$ cat src/hdl/frhp_pkg.sv
// ----------------------------------------------------------------------------
// frhp_pkg
// Shared types, constants and rounding helper for the pi/2 reduction pipeline.
// ----------------------------------------------------------------------------
package frhp_pkg;

   localparam logic [415:0] TWO_OVER_PI = {
      32'ha2f9836e, 32'h4e441529, 32'hfc2757d1,
      32'hf534ddc0, 32'hdb629599, 32'h3c439041,
      32'hfe5163ab, 32'hdebbc561, 32'hb7246e3a,
      32'h424dd2e0, 32'h06492eea, 32'h09d1921c,
      32'hfe1deb1c
   };

   localparam logic [23:0] HALF_PI_HI_MANT = 24'hc90fdb;
   localparam logic [23:0] HALF_PI_LO_MANT = 24'hbbbd2e;
   localparam logic [7:0]  WINDOW_EXP_MIN  = 8'd72;
   localparam logic [23:0] MANT_ONE        = 24'h800000;

   typedef struct packed {
      logic        neg;
      logic [1:0]  quad;
      logic [45:0] frac;
   } fix_type;

   typedef struct packed {
      logic               neg;
      logic               zero;
      logic [1:0]         quad;
      logic [23:0]        mant;
      logic signed [9:0]  expo;
   } flt_type;

   function automatic logic [24:0] rne24(input logic [23:0] m, input logic r,
                                         input logic s);
      logic inc;
      inc = r & (s | m[0]);
      return {1'b0, m} + {24'd0, inc};
   endfunction

endpackage

$ cat src/hdl/frhp_tofloat.sv
// ----------------------------------------------------------------------------
// frhp_tofloat
// Three-stage conversion of the 46-bit fraction to a rounded 24-bit
// significand: round the low 30 bits to single precision and add them back
// to the high part, leading-zero count, then shift and round to nearest even.
// ----------------------------------------------------------------------------
module frhp_tofloat (
   input  logic              clock,
   input  logic              reset,
   input  logic              in_valid,
   input  frhp_pkg::fix_type in_data,
   output logic              out_valid,
   output frhp_pkg::flt_type out_data
);

   logic              v1_ff, v2_ff, v3_ff;
   logic [30:0]       lo_rnd;
   frhp_pkg::fix_type pre_in, pre_ff;
   logic [5:0]        lz_in, lz_ff;
   frhp_pkg::fix_type fix_ff;
   logic [45:0]       norm;
   logic [24:0]       rnd;
   frhp_pkg::flt_type res_in, res_ff;

   // round the low 30 bits to 24 significant bits on their own
   always_comb begin
      lo_rnd = {1'b0, in_data.frac[29:0]};
      for (int k = 1; k < 7; k++) begin
         if (in_data.frac[k + 23]) begin
            lo_rnd = (({1'b0, in_data.frac[29:0]} >> k)
                   + {30'd0, in_data.frac[k - 1]
                     & (in_data.frac[k]
                        | (|(in_data.frac[29:0] & ((30'd1 << (k - 1)) - 30'd1))))})
                   << k;
         end
      end
   end

   assign pre_in.neg  = in_data.neg;
   assign pre_in.quad = in_data.quad;
   assign pre_in.frac = {in_data.frac[45:30], 30'd0} + {15'd0, lo_rnd};

   always_comb begin
      lz_in = 6'd0;
      for (int i = 0; i < 46; i++) begin
         if (pre_ff.frac[i]) begin
            lz_in = 6'(45 - i);
         end
      end
   end

   assign norm        = fix_ff.frac << lz_ff;
   assign rnd         = frhp_pkg::rne24(norm[45:22], norm[21], |norm[20:0]);
   assign res_in.neg  = fix_ff.neg;
   assign res_in.zero = (fix_ff.frac == 46'd0);
   assign res_in.quad = fix_ff.quad;
   assign res_in.mant = rnd[24] ? frhp_pkg::MANT_ONE : rnd[23:0];
   assign res_in.expo = -10'sd24 - $signed({4'd0, lz_ff}) + $signed({9'd0, rnd[24]});

   always_ff @(posedge clock) begin
      if (reset) begin
         v1_ff <= 1'b0;
         v2_ff <= 1'b0;
         v3_ff <= 1'b0;
      end else begin
         v1_ff <= in_valid;
         v2_ff <= v1_ff;
         v3_ff <= v2_ff;
      end
   end

   always_ff @(posedge clock) begin
      pre_ff <= pre_in;
      fix_ff <= pre_ff;
      lz_ff  <= lz_in;
      res_ff <= res_in;
   end

   assign out_valid = v3_ff;
   assign out_data  = res_ff;

endmodule

$ cat config.mk
export PLATFORM = sky130hd
export DESIGN_NAME = frhp_tofloat
export DESIGN_NICKNAME = d
export VERILOG_FILES = /design/src/hdl/frhp_pkg.sv /design/src/hdl/frhp_tofloat.sv
export SDC_FILE = /design/constraint.sdc
export NUM_CORES = 1
export LEC_CHECK = 0
export ABC_CLOCK_PERIOD_IN_PS = 8189
export BUFFER_PORTS_ARGS = -buffer_cell sky130_fd_sc_hd__buf_4
export CORE_MARGIN = 2
export CORE_UTILIZATION = 25
export DETAILED_ROUTE_END_ITERATION = 10
export PLACE_DENSITY = 0.39
export SLEW_MARGIN = 20
export SYNTH_ARGS = -nofsm -noshare
export SYNTH_HDL_FRONTEND = slang
export SYNTH_SLANG_ARGS = --single-unit
$ cat constraint.sdc
create_clock -name clock -period 8.19 [get_ports clock]
set_input_delay 1.638 -clock clock [delete_from_list [all_inputs] [get_ports clock]]
set_output_delay 1.638 -clock clock [all_outputs]
set_load 0.005 [all_outputs]
# After elaboration in Yosys (flattened, before gate mapping)
# Index checks and enable logic that the tools add are counted.
totals:
  register_bits: 144
  in_bits: 52
  out_inout_bits: 39
  wordCells: 106
classes:
  n_addsub: 10
  shifts: 1
  mux: 51
  bitwise_logic: 13
  reduce_logical: 11
op_table:
  columns: ["cell", "count"]
  rows:
  - ["31-bit two-way mux", 6]
  - ["6-bit two-way mux", 14]
  - ["5-bit two-way mux", 16]
  - ["24-bit by 1-bit adder with 25-bit output", 2]
  - ["46-bit by 31-bit adder with 46-bit output", 1]
  - ["46-bit logical NOT", 1]
  - ["46-bit by 6-bit left shift with 46-bit output", 1]
  - ["4-bit two-way mux", 8]
  - ["32-bit OR reduction", 1]
  - ["29-bit by 1-bit adder with 30-bit output", 1]
  - ["28-bit by 1-bit adder with 29-bit output", 1]
  - ["27-bit by 1-bit adder with 28-bit output", 1]
  - ["26-bit by 1-bit adder with 27-bit output", 1]
  - ["25-bit by 1-bit adder with 26-bit output", 1]
  - ["21-bit OR reduction", 1]
  - ["16-bit OR reduction", 1]
  - ["3-bit two-way mux", 4]
  - ["8-bit by 2-bit adder with 9-bit output", 1]
  - ["4-bit OR reduction", 2]
  - ["8-bit OR reduction", 1]
  - ["6-bit by 7-bit subtractor with 8-bit output (first input constant)", 1]
  - ["1-bit AND", 7]
  - ["1-bit bitwise OR", 6]
  - ["5-bit OR reduction", 1]
  - ["other kinds (4)", 6]

# Depth between registers and ports, before layout
depth:
  word_depth: 45
  depth_mapped: 20
  mapped_depth_nobuf: 16

# Worst setup path before layout
# No wires, ideal clock.
synth_timing:
  path_type: "input to register"
  start: "in in_data[2] (netlist name)"
  end: "reg pre_ff[43] (netlist name)"
  setup_time_ns: 0.118
  arrival_ns: 4.522
  required_time_ns: 8.072
  path_slack_ns: 3.550
  path_stages: 15
  n_path_buf: 2
  path_cell_list: "clkbuf_1 and2_1 clkbuf_1 o21ai_0 a21oi_1 a22oi_1 a2111oi_0 nand3_1 nor3_1 ha_1 and3_1 nand3_1 nor2_1 nand4_1 xnor2_1"
synth_rtl:
  columns: ["element", "line_no", "rtl"]
  rows:
  - ["start: declaration", "frhp_tofloat.sv:11", "input frhp_pkg::fix_type in_data,"]
  - ["end signal: assignment", "frhp_tofloat.sv:73", "pre_ff <= pre_in;"]
  - ["end: declaration", "frhp_tofloat.sv:18", "frhp_pkg::fix_type pre_in, pre_ff;"]

==> flow_summary.yaml <==
global_route:
  grt_util_met2_pct: 28.29
  top_usage_layer: "met2"
  grt_max_degree: 65
  grt_use_total_pct: 16.76
  grt_pass1_wl_mm: 48.78
  grtUsageMet3_pct: 3.299
  use_met1_pct: 21.33
  grt_overflow: 0
  antenna_found_initial: 0
  grt_pass1_vias: 7834
clocking:
  cts_tree: "yes"
  cts_inserted_buffers: 17
  cts.clk_slew.worst_paths_ns: 0.06
  insertion_delay_ns: 0.43
  cts_resized: 0
  clk_path_buf_depth: 2
  h-tree-depth: 4
  clock_sinks: 142
  cts_setup_buffers: 0
  cts_hold_buf: 0
  cts-root-buf: "clkbuf_16"
detailed_routing:
  drtAntennaViolNets: 0
  dr.pass1.iters: 5
  drc: 0
  wirelength_mm: 31.54
  vias_per_cell: 5.154
  vias: 7932
  routedWlPerCell_um: 20.49
  drt_iter0_markers: 635
synth:
  synth_top_area_cell: "dfxtp_1"
  synth_area_leaders: "dfxtp_1 31%, mux4_2 12%, mux2_2 4.9%"
  synth_warnings: 0
  seq_area_frac_synth_pct: 31.01
  synth_top_area_share_pct: 31.01
  synth.distinct_cells: 84
  synth_area_sq_um: 9168
  postSynthAreaPerCell_sq_um: 9.140
  synth_edf_count: 0
  synth_cells: 1003
  synth-seq-cells: 142
  synth_flop_cell: "dfxtp_1"
  synthArstFlopShare_pct: 0
setup_path:
  cp-end-kind: "flop"
  critPathMaxFanout: 9
  cp-start-kind: "primary input"
  ff2ff_path_depth: 17
  cp.arrival_ns: 5.26
  critical_path_class: "in -> reg"
  crit_required_ns: 8.51
pwr:
  p_leak_nw: 4.003
  ir_drop_mv: 0.1035
  p_total_mw: 2.008
  powerDensity_nw_per_um2: 187.1
timing:
  finalSetupViolations: 0
  worstMarginPinSlew_ns: 0.9373
  hold_viol: 0
  fin_skew_ns: 0.01536
  relSlewSlack_pct: 37.51
  period_share_pct: 60.33
  rsz0062_at_grt: "false"
  max_freq_mhz: 202.4
  finalCriticalPeriod_ns: 4.941
  finalMaxSlewViolations: 0
  tns_ns: 0
die:
  die_w_um: 195.5
  die_area_sq_um: 38220
  num_rows: 70
  core-area_sq_um: 36350
  die_y_um: 195.5
  start_util_pct: 25.22
  ioPinCount: 91
final_layout:
  final_common_cell: "dfxtp_1"
  areaGrowthSynthToFinish_pct: 17.07
  mostFrequentLayoutCells: "139 x dfxtp_1, 96 x buf_4, 95 x nor2_1"
  drive_gt1_share_pct: 23.25
  fillers: 3877
  antenna_cells: 0
  fin_nets: 1121
placement:
  dp_hpwl_mm: 24.23
  io_buffer_count: 87
  gp_congestion: 0.8746
min_path:
  holdPathStages: 0
  hold_class: "reg -> reg"
run_status:
  outcome: "finished clean"
run:
  drv_cap: 0
[layer usage]
layer	part of all wire [%]	wire length, um
met1	44	13850
met2	48	15230
met3	4.8	1519
met4	3.0	936
met5	0	0
[state kept, by name (all words and copies together) (netlist names)]
| name | flops |
|---|---|
| out_data | 35 |
| out_valid | 1 |
| pre_ff | 49 |
| v2_ff | 1 |
| lz_ff | 6 |
| fix_ff | 49 |
| v1_ff | 1 |
[layout make-up]
cell class	count	area, sq um	share of cell area (%)
clock inverter	13	156.4	1.457
tap	468	585.6	5.456
inverter	25	93.84	0.8743
sequential	142	2846	26.52
clock buffer	19	442.9	4.127
timing repair buffer	96	720.7	6.715
multi-input combinational	776	5887	54.85
[through the flow]
stage          hold WS (ns)  setup slack [ns]  instances  area [sq um]  util (%)
6_report             0.3231             3.249       1539         10730     29.53
5_1_grt              0.3325             2.890       1539         10730     29.53
4_1_cts              0.3272             3.212       1539         10730     29.53
3_5_place_dp         0.3121             2.754       1507         10130     27.88
3_3_place_gp         0.3101             2.848       1507         10130     27.88
2_1_floorplan        0.3096             3.550       1005          9175         -
[synth_stat cells, drive strengths merged, types with 4 or more instances]
library cell and number:
inv 23, nor4 22, nor3 30, nand4 20, xor2 29, o21bai 4
and3 15, o221ai 4, and2 15, dfxtp 142, nand2 94, mux2 41
o211ai 5, buf 35, a22o 5, ha 11, a21oi 48, o21ai 45
o31ai 8, a22oi 6, nor2b 13, or2 7, xnor2 40, a211oi 20
mux4 53, nor2 102, mux2i 26, nand2b 10, clkbuf 27, a221oi 5
nand3b 5, nand3 35, or4 4
[worst max-delay path, stage by stage]
cell and delay, ns:
buf_4 0.14, nand2_1 0.08, inv_1 0.06, ha_1 0.19, nand3b_1 0.10, a21oi_1 0.33, a22oi_1 0.19, a2111oi_0 0.75
nand3_1 0.24, nor3_1 0.43, ha_1 0.25, and3_1 0.19, nand3_1 0.18, nor2_1 0.23, nand4_1 0.13, xnor2_1 0.14
[report_power, final]
part | internal, mW | switching, mW
sequential | 0.745 | 0.0501
clock | 0.465 | 0.331
combinational | 0.192 | 0.225
total | 1.40 | 0.606
[cells by family after synthesis]
group	Yosys count	share of synthesized area (%)
compound gates	192	14.13
simple gates	381	20.77
buf+inv	87	4.859
other cells	1	0.04091
fa+ha+maj	11	1.501
mux	120	21.10
xor+xnor	69	6.592
flops	142	31.01
[final timing paths]
path | slack, ns | from | end
hold / removal | 0.32 | fix_ff[47] | out_data[35]
setup / recovery | 3.25 | in_data[2] | pre_ff[43]
setup reg to reg | 3.46 | lz_ff[0] | out_data[4]
hold reg to reg | 0.32 | fix_ff[47] | out_data[35]
(Power assumes the default switching activity.)
