### src/hdl/frhp_pkg.sv
// ----------------------------------------------------------------------------
// frhp_pkg
// Shared types, constants and rounding helper for the pi/2 reduction pipeline.
// ----------------------------------------------------------------------------
package frhp_pkg;

   localparam logic [415:0] TWO_OVER_PI = {
      32'ha2f9836e, 32'h4e441529, 32'hfc2757d1,
      32'hf534ddc0, 32'hdb629599, 32'h3c439041,
      32'hfe5163ab, 32'hdebbc561, 32'hb7246e3a,
      32'h424dd2e0, 32'h06492eea, 32'h09d1921c,
      32'hfe1deb1c
   };

   localparam logic [23:0] HALF_PI_HI_MANT = 24'hc90fdb;
   localparam logic [23:0] HALF_PI_LO_MANT = 24'hbbbd2e;
   localparam logic [7:0]  WINDOW_EXP_MIN  = 8'd72;
   localparam logic [23:0] MANT_ONE        = 24'h800000;

   typedef struct packed {
      logic        neg;
      logic [1:0]  quad;
      logic [45:0] frac;
   } fix_type;

   typedef struct packed {
      logic               neg;
      logic               zero;
      logic [1:0]         quad;
      logic [23:0]        mant;
      logic signed [9:0]  expo;
   } flt_type;

   function automatic logic [24:0] rne24(input logic [23:0] m, input logic r,
                                         input logic s);
      logic inc;
      inc = r & (s | m[0]);
      return {1'b0, m} + {24'd0, inc};
   endfunction

endpackage

### src/hdl/frhp_pimul.sv
// ----------------------------------------------------------------------------
// frhp_pimul
// Four-stage scale by the two-part pi/2: both products, their rounding,
// exact difference, then normalize, round and pack to single precision.
// ----------------------------------------------------------------------------
module frhp_pimul (
   input  logic              clock,
   input  logic              reset,
   input  logic              in_valid,
   input  frhp_pkg::flt_type in_data,
   output logic              out_valid,
   output logic [31:0]       out_bits,
   output logic [1:0]        out_quad
);

   function automatic logic [25:0] round_prod(input logic [47:0] p);
      logic [24:0] r;
      logic [1:0]  k;
      if (p[47]) begin
         r = frhp_pkg::rne24(p[47:24], p[23], |p[22:0]);
      end else begin
         r = frhp_pkg::rne24(p[46:23], p[22], |p[21:0]);
      end
      k = {1'b0, p[47]} + {1'b0, r[24]};
      return {k, (r[24] ? frhp_pkg::MANT_ONE : r[23:0])};
   endfunction

   logic              v1_ff, v2_ff, v3_ff, v4_ff;
   frhp_pkg::flt_type f1_ff, f2_ff, f3_ff;
   logic [47:0]       ph_ff, pl_ff;
   logic [25:0]       rh, rl;
   logic [23:0]       pm_ff, qm_ff;
   logic [1:0]        ka_ff, kb_ff;
   logic              d26;
   logic [50:0]       diff_in, diff_ff;
   logic signed [9:0] b_in, b_ff;
   logic [1:0]        sh;
   logic [50:0]       g;
   logic [24:0]       rnd;
   logic signed [9:0] bexp;
   logic [31:0]       bits_in, bits_ff;
   logic [1:0]        quad_ff;

   assign rh = round_prod(ph_ff);
   assign rl = round_prod(pl_ff);

   assign d26     = (ka_ff == kb_ff + 2'd1);
   assign diff_in = (d26 ? (51'(pm_ff) << 26) : (51'(pm_ff) << 25)) - 51'(qm_ff);
   assign b_in    = f2_ff.expo - 10'sd25 + $signed({8'd0, kb_ff});

   always_comb begin
      priority if (diff_ff[49]) begin
         sh = 2'd0;
      end else if (diff_ff[48]) begin
         sh = 2'd1;
      end else begin
         sh = 2'd2;
      end
   end

   assign g       = diff_ff << sh;
   assign rnd     = frhp_pkg::rne24(g[49:26], g[25], |g[24:0]);
   assign bexp    = b_ff + 10'sd176 - $signed({8'd0, sh}) + $signed({9'd0, rnd[24]});
   assign bits_in = f3_ff.zero ? 32'd0
                  : {f3_ff.neg, bexp[7:0], (rnd[24] ? 23'd0 : rnd[22:0])};

   always_ff @(posedge clock) begin
      if (reset) begin
         v1_ff <= 1'b0;
         v2_ff <= 1'b0;
         v3_ff <= 1'b0;
         v4_ff <= 1'b0;
      end else begin
         v1_ff <= in_valid;
         v2_ff <= v1_ff;
         v3_ff <= v2_ff;
         v4_ff <= v3_ff;
      end
   end

   always_ff @(posedge clock) begin
      f1_ff   <= in_data;
      ph_ff   <= in_data.mant * frhp_pkg::HALF_PI_HI_MANT;
      pl_ff   <= in_data.mant * frhp_pkg::HALF_PI_LO_MANT;
      f2_ff   <= f1_ff;
      pm_ff   <= rh[23:0];
      qm_ff   <= rl[23:0];
      ka_ff   <= rh[25:24];
      kb_ff   <= rl[25:24];
      f3_ff   <= f2_ff;
      diff_ff <= diff_in;
      b_ff    <= b_in;
      bits_ff <= bits_in;
      quad_ff <= f3_ff.quad;
   end

   assign out_valid = v4_ff;
   assign out_bits  = bits_ff;
   assign out_quad  = quad_ff;

endmodule

### config.mk
export PLATFORM = sky130hd
export DESIGN_NAME = frhp_pimul
export DESIGN_NICKNAME = d
export VERILOG_FILES = /design/src/hdl/frhp_pkg.sv /design/src/hdl/frhp_pimul.sv
export SDC_FILE = /design/constraint.sdc
export NUM_CORES = 2
export LEC_CHECK = 0
export BUFFER_PORTS_ARGS = -buffer_cell sky130_fd_sc_hd__clkbuf_2
export CORE_ASPECT_RATIO = 1.4
export CORE_UTILIZATION = 45
export DETAILED_ROUTE_END_ITERATION = 10
export GPL_TIMING_DRIVEN = 0
export REMOVE_ABC_BUFFERS = 1
export SYNTH_ARGS = -nofsm -noshare
export SYNTH_HDL_FRONTEND = slang
export SYNTH_SLANG_ARGS = --single-unit
export TNS_END_PERCENT = 30
### constraint.sdc
create_clock -name clock -period 6.9 [get_ports clock]
set_input_delay 0.69 -clock clock [delete_from_list [all_inputs] [get_ports clock]]
set_output_delay 0.69 -clock clock [all_outputs]
set_load 0.01 [all_outputs]
Yosys cells after proc, flatten, opt, wreduce, memory -nomap -nowiden
Index checks and enable logic that the tools add are counted.
{ "totals": {"reg_bits": 272, "in_bits": 41, "out_inout_bits": 35, "wordCells": 65} }
{ "classes": {"n_mux": 5, "multipliers": 2, "n_reduce_logical": 6, "n_bitwise": 10, "eq_ne": 1, "shifts": 1, "n_addsub": 14} }
{ "ops": {"columns": ["op", "count"], "rows": [
  ["$add A24 B1 Y25", 5],
  ["$shl A51 B2 Y50", 1],
  ["$sub A50 B24 Y51", 1],
  ["$mux W25", 2],
  ["$mux W50", 1],
  ["$mul A24 B24 Y48 const B", 1],
  ["$mul A24 B23 Y47 const B", 1],
  ["$reduce_or A22 Y1", 2],
  ["$reduce_or A25 Y1", 1],
  ["$reduce_or A23 Y1", 1],
  ["$reduce_or A21 Y1", 1],
  ["$add A8 B2 Y8", 1],
  ["$add A8 B3 Y8", 1],
  ["$add A8 B8 Y8 const B", 1],
  ["$sub A8 B3 Y8", 1],
  ["$sub A8 B6 Y8 const B", 1],
  ["$and A1 B1 Y1", 5],
  ["$or A1 B1 Y1", 5],
  ["$add A1 B1 Y2", 2],
  ["$mux W2", 2],
  ["$add A2 B1 Y2 const B", 1],
  ["$eq A2 B2 Y1", 1],
  ["$reduce_or A2 Y1", 1]
]} }

Depth between registers and ports, before layout
{ "logic_depth": {"ltp_word": 8, "depth_mapped": 26, "mapped_depth_nobuf": 25} }

Worst setup path after synthesis
No wires, ideal clock.
{ "synth_path": {"path_kind": "input-to-reg", "from": "input in_data[16] (netlist name)", "to": "register pl_ff[46]", "path_buffers": 1, "t_required_ps": 6828, "setup_slack_ps": 138, "stages": 21, "setup_ps": 72, "arrival_time_ps": 6690, "cell_sequence": "fa_1 inv_1 fa_1 inv_1 fa_1 fa_1 fa_1 fa_1 inv_1 fa_1 inv_1 ha_1 clkbuf_1 nand2_1 nor2_1 or4b_2 o21ai_0 o21ai_0 nor3_1 o31a_1 xor2_1"} }
{ "synth_between": {"elab_chain_len": 1} }
{ "synth_rtl": {"columns": ["item", "line_no", "source"], "rows": [
  ["start, declared", "frhp_pimul.sv:10", "input frhp_pkg::flt_type in_data,"],
  ["$mul A24 B23 Y47", "frhp_pimul.sv:84", "pl_ff <= in_data.mant * frhp_pkg::HALF_PI_LO_MANT;"],
  ["end signal, assigned", "frhp_pimul.sv:84", null],
  ["end, declared", "frhp_pimul.sv:30", "logic [47:0] ph_ff, pl_ff;"]
]} }
No other way between the ends.
A chain may end at the register's enable or synchronous reset.

Final worst setup path
{ "layout_path": {"from": "input in_data[10] (netlist name)", "to": "register ph_ff[45]"} }
{ "layout_between": {"elab_chain_len": 1} }
{ "layout_rtl": {"columns": ["item", "line_no", "source"], "rows": [
  ["$mul A24 B24 Y48", "frhp_pimul.sv:83", "ph_ff <= in_data.mant * frhp_pkg::HALF_PI_HI_MANT;"],
  ["end signal, assigned", "frhp_pimul.sv:83", null],
  ["end, declared", "frhp_pimul.sv:30", null]
]} }
No other way between the ends.

==> flow_summary.toml <==
[die]
dieArea_sq_um = 73100
fp.coreArea_sq_um = 71400
start_util_pct = 45.4
rows = 116
io_pins = 76
die_h_um = 320
die_w_um = 229

[sta]
rsz0062_at_grt = "yes"
fin_ws_ns = 0.110
finalClockSkew_ns = 0.0126
fmax_ghz = 0.147
max-slew-margin-rel_pct = 12.6
finalSetupViolCount = 0
slew_viol_final = 0
worstMarginPinSlew_ns = 1.30
timing.final.crit_share_pct = 98.4
fin_crit_ns = 6.79
finalHoldViolations = 0

[critical_path]
crit_buf_inv = 5
crit_family = "adder cells"
slowest_delay_ns = 0.85
crit_type = "input port to register"
worstSetupEndpointType = "register"
crit_arrival_ns = 7.22
path_common_cell = "fa_1"
crit_slowest_cell = "ha_1"
critPathLaunchType = "input port"
path_max_fanout = 16
worstPathRequired_ns = 7.33
cp_cell_sequence = "clkbuf_4 > ha_1 > ha_1 > inv_1 > fa_1 > fa_1 > inv_1 > fa_1 > fa_1 > inv_1 > fa_1 > inv_1 > ha_1 > a211o_1 > a211oi_1 > nor3_1 > a211oi_2 > nor3_2 > a211oi_1 > a221oi_1 > xor2_1"

[placed_design]
place.gp.congestion = 1.03
port_buffers = 73
placed_area_sq_um = 33700
hpwl_mm = 76.1
dp_slack_ns = -1.52

[routing]
drt-pass1-iter-count = 5
drcViolationCount = 0
drt-total-wl_mm = 89.5
drtAntennaViolNets = 0
via_count = 23600
avgRoutedWirePerCell_um = 19.9
first_iter_violations = 1293
via_per_inst = 5.25

[clocking]
cts_hold_buf = 0
cts_tree = "done"
htree_levels = 1
cts_sinks = 269
clk_path_buf_depth = 3
root_buffer = "clkbuf_16"
path_clk_slew_ns = 0.06
clk_latency_ns = 0.56
cts_made_buffers = 28

[yosys]
synth_flop_cell = "dfxtp_1"
netlist.area_leader.share_pct = 29.6
yosysTopAreaCell = "fa_1"
yosys-top-cells-area = "fa_1, dfxtp_1, ha_1, inv_1, xnor2_1"
synth_commonest_cells = "inv_1, fa_1, ha_1, dfxtp_1, nor2_1"
ys_warn_count = 0
async_flop_share_pct = 0
ys_ff_latch = 269
synth_cells = 3485
ys_seq_area_share_pct = 16.6
synthesis.area_sq_um = 32400
synth_edf_count = 0
post_synth_num_cell_types = 70
syn_area_per_cell_sq_um = 9.30
yosysMostFrequentCell = "inv_1"

[layout]
final_nets = 4469
final_area_sq_um = 35300
drive_gt1_share_pct = 6.57
diodes = 0
n_fill_cell = 6800
syn_to_final_growth_pct = 8.86
utilization_pct = 49.4

[global_route]
grt_max_degree = 59
track_usage_pct = 24.8
grt_pass1_vias = 24400
grt_first_pass_wirelength_mm = 138
antenna_found_initial = 0
gr-total-overflow = 0

[outcome]
status = "complete, no violations"

[min_path]
hold_path_class = "input port to register"

[job]
drv_cap = 0
==> flip-flops by register name (all words and copies together) (netlist names) <==
| signal | cells |
|---|---|
| b_ff | 8 |
| diff_ff | 50 |
| f1_ff | 12 |
| f2_ff | 12 |
| f3_ff | 4 |
| ka_ff | 2 |
| kb_ff | 2 |
| out_bits | 32 |
| out_quad | 2 |
| out_valid | 1 |
| ph_ff | 48 |
| pl_ff | 45 |
| pm_ff | 24 |
| qm_ff | 24 |
| v1_ff | 1 |
| v2_ff | 1 |
| v3_ff | 1 |
==> final timing paths <==
path	slack, ns	cells after the start	start	end
setup / recovery	0.11	21	in_data[10]	ph_ff[45]$_DFF_P_
hold / removal	0.23	1	in_data[0]	f1_ff[0]$_DFF_P_
setup reg to reg	1.95	18	diff_ff[48]$_DFF_P_	out_bits[30]$_SDFF_PP0_
hold reg to reg	0.32	0	f2_ff[34]$_DFF_P_	f3_ff[34]$_DFF_P_
==> cells by family (layout without fill, tap and decap cells) <==
group	count (synthesis)	count (layout)	share of synthesized area (%)
adders and majority gates	906	906	46.1
buffers and inverters	891	950	10.4
and+or+nand+nor	660	660	9.99
AOI/OAI and AO/OA	493	493	9.64
DFF	269	269	16.6
xor gates and xnor gates	235	235	6.35
muxes	31	31	0.969
==> worst reg2reg max path: cells and delay by family, from the launching register on <==
family,cells,cell delay (ns)
adder cells (fa/ha/maj),2,0.53
XOR/XNOR,1,0.11
AO/OA/AOI/OAI,6,1.14
buffers and inverters,1,0.07
flip-flops,1,0.89
AND/OR/NAND/NOR,8,2.09
==> cells in the final DEF, fill, tap and decap left out, types with 24 or more instances in the layout <==
| cell | n |
|---|---|
| nand3_1 | 66 |
| and3_1 | 30 |
| a31oi_1 | 27 |
| nand2_1 | 152 |
| clkbuf_16 | 29 |
| nor2_1 | 184 |
| xor2_1 | 91 |
| o21ai_0 | 91 |
| a21oi_1 | 143 |
| dfxtp_1 | 265 |
| xnor2_1 | 141 |
| nor2b_1 | 27 |
| buf_4 | 24 |
| nor4_1 | 24 |
| mux2i_1 | 28 |
| nor3_1 | 38 |
| ha_1 | 403 |
| a21o_1 | 67 |
| a211oi_1 | 29 |
| inv_1 | 789 |
| nand4_1 | 41 |
| fa_1 | 472 |
| clkbuf_2 | 52 |
==> repair_timing <==
item | 4_1_cts | 5_1_grt
gates cloned | 0 | 0
setup buffers | 6 | 16
endpoints found under the setup margin | 29 | 19
pin swaps | 1 | 4
gates resized for setup | 62 | 60
==> stage by stage <==
| stage | hold WS, ns | setup TNS (ns) | std cells |
|---|---|---|---|
| after floorplan | 0.310 | 0 | 3394 |
| after global placement | 0.312 | -38.31 | 4411 |
| after detailed placement | 0.313 | -38.43 | 4414 |
| after CTS | 0.191 | -0.0239 | 4472 |
| after global routing | 0.198 | -0.0610 | 4488 |
| final | 0.228 | 0 | 4488 |
==> metal layers <==
layer / up-vias / part of all wire, % / GRT usage [%]
li1: 11200 / - / -
met1: 11400 / 36 / 26.7
met2: 709 / 52 / 46.3
met3: 193 / 5.3 / 3.25
met4: 0 / 6.5 / 13.5
met5: - / 0 / 0
==> area by class of cell <==
type	instances	area [sq um]	share of cell area [%]
multi-input cells	2325	24000	68.0
clock inverters	11	170	0.482
flip-flops and latches	269	5390	15.3
repair buffers	98	681	1.93
inverters	800	3040	8.61
well taps	944	1180	3.35
clock buffers	41	831	2.35
Power is left out: the tool's default activity adds up to more than one toggle a clock period on the data nets, which glitch-free logic cannot reach.
