File: src/hdl/frhp_pkg.sv
// ----------------------------------------------------------------------------
// frhp_pkg
// Shared types, constants and rounding helper for the pi/2 reduction pipeline.
// ----------------------------------------------------------------------------
package frhp_pkg;

   localparam logic [415:0] TWO_OVER_PI = {
      32'ha2f9836e, 32'h4e441529, 32'hfc2757d1,
      32'hf534ddc0, 32'hdb629599, 32'h3c439041,
      32'hfe5163ab, 32'hdebbc561, 32'hb7246e3a,
      32'h424dd2e0, 32'h06492eea, 32'h09d1921c,
      32'hfe1deb1c
   };

   localparam logic [23:0] HALF_PI_HI_MANT = 24'hc90fdb;
   localparam logic [23:0] HALF_PI_LO_MANT = 24'hbbbd2e;
   localparam logic [7:0]  WINDOW_EXP_MIN  = 8'd72;
   localparam logic [23:0] MANT_ONE        = 24'h800000;

   typedef struct packed {
      logic        neg;
      logic [1:0]  quad;
      logic [45:0] frac;
   } fix_type;

   typedef struct packed {
      logic               neg;
      logic               zero;
      logic [1:0]         quad;
      logic [23:0]        mant;
      logic signed [9:0]  expo;
   } flt_type;

   function automatic logic [24:0] rne24(input logic [23:0] m, input logic r,
                                         input logic s);
      logic inc;
      inc = r & (s | m[0]);
      return {1'b0, m} + {24'd0, inc};
   endfunction

endpackage

File: src/hdl/frhp_fixmul.sv
// ----------------------------------------------------------------------------
// frhp_fixmul
// Four-stage fixed-point product of the significand with a 2/pi window,
// folded to quadrant and a 46-bit fraction of at most one half.
// ----------------------------------------------------------------------------
module frhp_fixmul (
   input  logic              clock,
   input  logic              reset,
   input  logic              in_valid,
   input  logic [31:0]       x_bits,
   output logic              out_valid,
   output frhp_pkg::fix_type out_data
);

   logic         v1_ff, v2_ff, v3_ff, v4_ff;
   logic         xs1_ff, xs2_ff, xs3_ff;
   logic [79:0]  win_in, win_ff;
   logic [23:0]  mant_in, mant_ff;
   logic [575:0] padded, shifted;
   logic [7:0]   amt;

   logic [23:0]  p_hd1_ff, p_hd2_ff, p_hd3_ff, p_hd4_ff;
   logic [31:0]  p_ld0_ff, p_ld1_ff, p_ld2_ff, p_ld3_ff;
   logic [47:0]  t_in, t_ff;
   logic         flip;
   frhp_pkg::fix_type res_in, res_ff;

   assign amt     = x_bits[30:23] - frhp_pkg::WINDOW_EXP_MIN;
   assign padded  = {80'd0, frhp_pkg::TWO_OVER_PI, 80'd0};
   assign shifted = padded << amt;
   assign win_in  = (x_bits[30:23] < frhp_pkg::WINDOW_EXP_MIN) ? 80'd0 : shifted[575:496];
   assign mant_in = {1'b1, x_bits[22:0]};

   assign t_in = (48'(p_hd1_ff) << 32) + (48'(p_ld0_ff) << 32)
               + (48'(p_hd2_ff) << 16) + (48'(p_ld1_ff) << 16)
               + 48'(p_hd3_ff) + 48'(p_ld2_ff)
               + 48'(p_hd4_ff[23:16]) + 48'(p_ld3_ff[31:16]);

   // fold a fraction of one half or more to its complement
   assign flip        = t_ff[45];
   assign res_in.frac = flip ? (46'd0 - t_ff[45:0]) : t_ff[45:0];
   assign res_in.neg  = flip ^ xs3_ff;
   assign res_in.quad = xs3_ff ? (2'd0 - (t_ff[47:46] + {1'b0, flip}))
                               : (t_ff[47:46] + {1'b0, flip});

   always_ff @(posedge clock) begin
      if (reset) begin
         v1_ff <= 1'b0;
         v2_ff <= 1'b0;
         v3_ff <= 1'b0;
         v4_ff <= 1'b0;
      end else begin
         v1_ff <= in_valid;
         v2_ff <= v1_ff;
         v3_ff <= v2_ff;
         v4_ff <= v3_ff;
      end
   end

   always_ff @(posedge clock) begin
      win_ff   <= win_in;
      mant_ff  <= mant_in;
      xs1_ff   <= x_bits[31];
      p_hd1_ff <= mant_ff[23:16] * win_ff[63:48];
      p_ld0_ff <= mant_ff[15:0]  * win_ff[79:64];
      p_hd2_ff <= mant_ff[23:16] * win_ff[47:32];
      p_ld1_ff <= mant_ff[15:0]  * win_ff[63:48];
      p_hd3_ff <= mant_ff[23:16] * win_ff[31:16];
      p_ld2_ff <= mant_ff[15:0]  * win_ff[47:32];
      p_hd4_ff <= mant_ff[23:16] * win_ff[15:0];
      p_ld3_ff <= mant_ff[15:0]  * win_ff[31:16];
      xs2_ff   <= xs1_ff;
      t_ff     <= t_in;
      xs3_ff   <= xs2_ff;
      res_ff   <= res_in;
   end

   assign out_valid = v4_ff;
   assign out_data  = res_ff;

endmodule

File: config.mk
export PLATFORM = sky130hd
export DESIGN_NAME = frhp_fixmul
export DESIGN_NICKNAME = d
export VERILOG_FILES = /design/src/hdl/frhp_pkg.sv /design/src/hdl/frhp_fixmul.sv
export SDC_FILE = /design/constraint.sdc
export NUM_CORES = 2
export LEC_CHECK = 0
export ABC_AREA = 1
export ABC_CLOCK_PERIOD_IN_PS = 10770
export BUFFER_PORTS_ARGS = -buffer_cell sky130_fd_sc_hd__clkbuf_2
export CORE_AREA = 2 2 451 453
export DETAILED_ROUTE_END_ITERATION = 8
export DIE_AREA = 0 0 453 455
export PLACE_DENSITY = 0.49
export RECOVER_POWER = 50
export SYNTH_ARGS = -nofsm -noshare
export SYNTH_HDL_FRONTEND = slang
export SYNTH_SLANG_ARGS = --single-unit
File: constraint.sdc
create_clock -name clock -period 10.77 [get_ports clock]
set_clock_uncertainty 0.2 [all_clocks]
set_input_delay 1.077 -clock clock [delete_from_list [all_inputs] [get_ports clock]]
set_output_delay 1.077 -clock clock [all_outputs]
set_load 0.01 [all_outputs]
Word level (Yosys, flattened, before mapping) --
Cells that the tools add are included.
Operators by class: reductions and logical operators 0, divide/modulo/power cells 0, $mul 8, bitwise gates (word level) 1, muxes and demuxes 2, shift operators 1, order comparisons 1, $add $sub $neg 11, eq/ne operators 0
Operators by type and width (count):
- left shift 496 x 8 -> 576 bit, first input constant | 1
- adder 48 bit | 2
- multiplier 16 x 16 -> 32 bit | 3
- multiplier 8 x 16 -> 24 bit | 3
- adder 48 x 16 -> 48 bit | 1
- adder 48 x 24 -> 48 bit | 1
- adder 48 x 32 -> 48 bit | 1
- adder 48 x 40 -> 48 bit | 1
- adder 48 x 8 -> 48 bit | 1
- subtractor 1 x 46 -> 46 bit, first input constant | 1
- 2-to-1 mux 45 bit | 1
- multiplier 16 x 16 -> 16 bit | 1
- multiplier 8 x 16 -> 16 bit | 1
- < comparator 8 x 7 -> 1 bit, second input constant | 1
- subtractor 8 x 7 -> 8 bit, second input constant | 1
- adder 2 x 1 -> 2 bit | 1
- 2-to-1 mux 2 bit | 1
- subtractor 1 x 2 -> 2 bit, first input constant | 1
- bitwise XOR 1 bit | 1
Storage, ports and cells: bits in read-only memories 0, bits in writable memories 0, output and inout port bits 50, bits in latches 0, bits of input ports 35, memories 0, register bits after elaboration 407

Depth between registers and ports, before layout --
depth after elaboration 7, gate-level depth with buffers 29, gate-level depth less buffers 26

Least setup slack after synthesis --
Ideal clock, no wire load.
kind flip-flop to flip-flop, start register mant_ff[14], end register p_ld1_ff[30], data arrival time 5472 ps, buffers on the path 3, setup time 112 ps, cell stages (with the launch flop) 23, path slack 4986 ps, cells stage by stage dfxtp_1 clkbuf_1 clkbuf_1 buf_1 nand2_1 fa_1 fa_1 inv_1 fa_1 fa_1 fa_1 inv_1 fa_1 inv_1 ha_1 nand2_1 inv_1 nand2_1 nor3_1 nand3_1 or2_2 nand3_1 nand2_1
Between the ends: cells in the longest elaborated chain, start to end 1
RTL lines:
- start, declared | line frhp_fixmul.sv:18 | logic [23:0] mant_in, mant_ff;
- start signal, assigned | line frhp_fixmul.sv:62 | mant_ff <= mant_in;
- multiplier 16 x 16 -> 32 bit | line frhp_fixmul.sv:67 | p_ld1_ff <= mant_ff[15:0] * win_ff[63:48];
- end signal, assigned | line frhp_fixmul.sv:67
- end, declared | line frhp_fixmul.sv:23 | logic [31:0] p_ld0_ff, p_ld1_ff, p_ld2_ff, p_ld3_ff;
No other way between the ends. A chain may end at the register's enable or synchronous reset.

Worst setup path after layout --
start register mant_ff[1], end register p_ld3_ff[28]
Between the ends: cells in the longest elaborated chain, start to end 1
RTL lines:
- multiplier 16 x 16 -> 32 bit | line frhp_fixmul.sv:71 | p_ld3_ff <= mant_ff[15:0] * win_ff[31:16];
- end signal, assigned | line frhp_fixmul.sv:71
- end, declared | line frhp_fixmul.sv:23
No other way between the ends.

==> results.ini <==
[global_route]
globalRouteOverflowTotal = 0
grt_antenna_before_repair = 13
grt_pass1_wl_um = 408000
largest_net_degree_at_the_start_of_global_routing = 102
number_of_global_route_vias_before_repair = 64865
grt.total_usage_pct = 26.2

[sta]
worst_slew_margin_rel_pct = -156
fin_crit_ns = 8.17
postLayoutSetupSlackWorst_ns = 2.60
period_share_pct = 75.8
maxClockFrequency_ghz = 0.122
transition_time_at_the_pin_with_the_least_slew_margin_ns = 3.85
setup-tns-final_ns = 0
number_of_hold_violations_in_the_final_report = 0
finish_stage_setup_viols = 0
maxSlewViolCount = 188
rsz_0062_raised_after_global_routing = false

[routing]
ant_nets = 0
dr.first_iter.drc_count = 4898
remaining_drc_errors = 0
drt-pass1-iter-count = 6
vias = 62401
vias_per_cell = 5.01
wl_per_cell_um = 21.7
postRouteWirelength_um = 270000

[synthesis]
yosys.area.top_type_share_pct = 29.8
synth_async_sr_flop_share_pct = 0
post_synth.cell_area_avg_um2 = 7.05
synth_top_cells_by_area = sky130_fd_sc_hd__fa_1 (30%), sky130_fd_sc_hd__nand2_1 (15%), sky130_fd_sc_hd__inv_1 (12%)
mappedNetlistNets = 11611
synth_top_area_cell = sky130_fd_sc_hd__fa_1
yosysWarningCount = 0
synth_edf_count = 0
ys_ff_latch = 375
synthCells = 9928
sequential_share_of_the_synthesized_area_pct = 10.7
most_instantiated_flip_flop_cell_in_the_synthesis_netlist = sky130_fd_sc_hd__dfxtp_1
yosys.cell_types.count = 52
synth.cell_area_mm2 = 0.0700

[clock_network]
clock_sinks = 375
postCtsHoldBufs = 0
cts_buffers = 50
cts-root-buf = sky130_fd_sc_hd__clkbuf_16
cts_tree = built
ctsHtreeMaxLevel = 2
worst_setup_hold_path_clk_slew_ns = 0.06
cts_repair_resize_count = 0
clock_path_buffers = 3
cts.repair_timing.setup_buffer_count = 0
clock_latency_ns = 0.71

[setup_path]
crit_buf_inv = 5
crit_top_cell = sky130_fd_sc_hd__fa_1
slowest_delay_ns = 2.17
chain_of_cells_forming_the_critical_path = clkbuf_1 -> nand2_1 -> fa_1 -> fa_1 -> inv_1 -> fa_1 -> fa_1 -> fa_1 -> inv_1 -> fa_1 -> inv_1 -> ha_1 -> nand2_1 -> nor2_1 -> inv_1 -> nor3_1 -> nand3_1 -> nand3_1 -> a21oi_1 -> xor2_1
setup.worst_path.class = reg -> reg
reg2reg_to = p_ld3_ff[28]$_DFF_P_
r2r_cells = 20
critical_path_slowest_stage_cell = sky130_fd_sc_hd__clkbuf_1
arrival_ns = 8.55
path_max_fanout = 43
cell_family_with_the_largest_share_of_critical_path_delay = adder cells
r2r_setup_slack_ns = 2.60
data_required_time_of_the_worst_path_ns = 11.15
cp-end-kind = flip-flop
start_kind = flip-flop
timing.rr.start = mant_ff[1]$_DFF_P_

[layout]
seqCellArea_mm2 = 0.00753
multiInputGateArea_mm2 = 0.0522
fillers = 21644
final_core_util_pct = 37.0
synthToLayoutAreaGrowth_pct = 6.37
final_common_cell = sky130_fd_sc_hd__nand2_1
mostFrequentLayoutCells = sky130_fd_sc_hd__nand2_1 (2,769), sky130_fd_sc_hd__inv_1 (2,237), sky130_fd_sc_hd__fa_1 (1,043)
ratio_of_cells_with_drive_above_1_in_the_final_layout_pct = 2.88
nets = 11411

[die]
start_util_pct = 34.8
core_area_mm2 = 0.201
rows = 165
floorplan.die_area_mm2 = 0.206
number_of_placed_i_o_pins = 85
dieWidth_um = 453
chipHeight_um = 455

[placement]
place.detailed.hpwl_um = 214000
pre_cts_ws_ns = 3.78
buffer_ports.inserted = 84
gp_congestion = 1.07

[hold_path]
worstHoldPathCells = 0
hold_end = xs3_ff$_DFF_P_
worstHoldPathType = reg -> reg
min-delay-start = xs2_ff$_DFF_P_

[run_status]
failed_checks = max-capacitance violations, max-slew violations
outcome = finished, violations left

[run]
maxCapViolations = 5

==> routing by layer <==
layer	routed length (µm)	global-route usage [%]	part of all wire, %
met4	14100	12.0	5.2
met1	117000	34.2	43
met5	13	0	0.0048
met3	15300	3.33	5.7
met2	124000	43.2	46
==> state kept, by name, indices dropped and copies added (netlist names) <==
| name | count |
|---|---|
| p_ld1_ff | 32 |
| p_hd2_ff | 24 |
| out_data | 49 |
| v1_ff | 1 |
| win_ff | 80 |
| xs2_ff | 1 |
| out_valid | 1 |
| xs1_ff | 1 |
| p_ld3_ff | 16 |
| xs3_ff | 1 |
| p_ld2_ff | 32 |
| mant_ff | 23 |
| v3_ff | 1 |
| p_hd1_ff | 16 |
| p_hd4_ff | 8 |
| v2_ff | 1 |
| p_ld0_ff | 16 |
| t_ff | 48 |
| p_hd3_ff | 24 |
==> metrics by stage <==
step | hold WS, ns | area (µm²) | std cells
global placement | 0.122 | 72800 | 12348
finish | 0.125 | 74400 | 12449
floorplan | 0.110 | 70000 | 9928
CTS | 0.127 | 74500 | 12442
detailed placement | 0.120 | 72800 | 12348
global route | 0.134 | 74400 | 12445
==> final cells by class <==
cell class	count	area share, %
multi-input cells	6853	70.2
flip-flops and latches	375	10.1
well taps	2672	4.49
inverters	2254	11.4
diodes	7	0.0235
clock inverters	32	0.425
repair buffers	194	1.53
clock buffers	62	1.82
==> worst reg2reg max path, cell delays in order, from the launching register on <==
cell and delay (ns):
sky130_fd_sc_hd__dfxtp_2 0.74, sky130_fd_sc_hd__clkbuf_1 2.18, sky130_fd_sc_hd__nand2_1 0.31, sky130_fd_sc_hd__fa_1 0.57, sky130_fd_sc_hd__fa_1 0.42, sky130_fd_sc_hd__inv_1 0.10
sky130_fd_sc_hd__fa_1 0.43, sky130_fd_sc_hd__fa_1 0.46, sky130_fd_sc_hd__fa_1 0.51, sky130_fd_sc_hd__inv_1 0.06, sky130_fd_sc_hd__fa_1 0.48, sky130_fd_sc_hd__inv_1 0.04
sky130_fd_sc_hd__ha_1 0.36, sky130_fd_sc_hd__nand2_1 0.11, sky130_fd_sc_hd__nor2_1 0.15, sky130_fd_sc_hd__inv_1 0.05, sky130_fd_sc_hd__nor3_1 0.26, sky130_fd_sc_hd__nand3_1 0.13
sky130_fd_sc_hd__nand3_1 0.25, sky130_fd_sc_hd__a21oi_1 0.13, sky130_fd_sc_hd__xor2_1 0.15
==> worst max-delay path by stage <==
stage,depth (start not counted),end,slack (ns),from
floorplan,22,p_ld1_ff[30]$_DFF_P_,4.99,mant_ff[14]$_DFF_P_
global placement,20,p_ld1_ff[25]$_DFF_P_,3.76,mant_ff[12]$_DFF_P_
detailed placement,20,p_ld1_ff[25]$_DFF_P_,3.78,mant_ff[12]$_DFF_P_
CTS,20,p_ld1_ff[25]$_DFF_P_,3.76,mant_ff[12]$_DFF_P_
global route,21,p_ld3_ff[29]$_DFF_P_,2.20,mant_ff[1]$_DFF_P_
finish,20,p_ld3_ff[28]$_DFF_P_,2.60,mant_ff[1]$_DFF_P_
==> Yosys cell counts, drive strengths merged (24+ instances only) <==
master	instances
a21o	40
a21oi	409
a31oi	33
buf	141
clkbuf	305
dfxtp	375
fa	1043
ha	605
inv	2251
nand2	2772
nand3	408
nand4	39
nor2	432
nor3	54
o211ai	73
o21ai	530
o21bai	28
or2	24
xnor2	75
xor2	163
==> cells by family after synthesis <==
kind of cell	Yosys count	synth area share [%]
buffers and inverters	2700	14.6
and+or+nand+nor	3769	21.5
adders and majority gates	1648	40.7
DFF	375	10.7
xor gates and xnor gates	238	2.99
muxes	12	0.172
AOI/OAI and AO/OA	1186	9.32
Power is left out: the tool's default activity adds up to more than one toggle a clock period on the data nets, which glitch-free logic cannot reach.
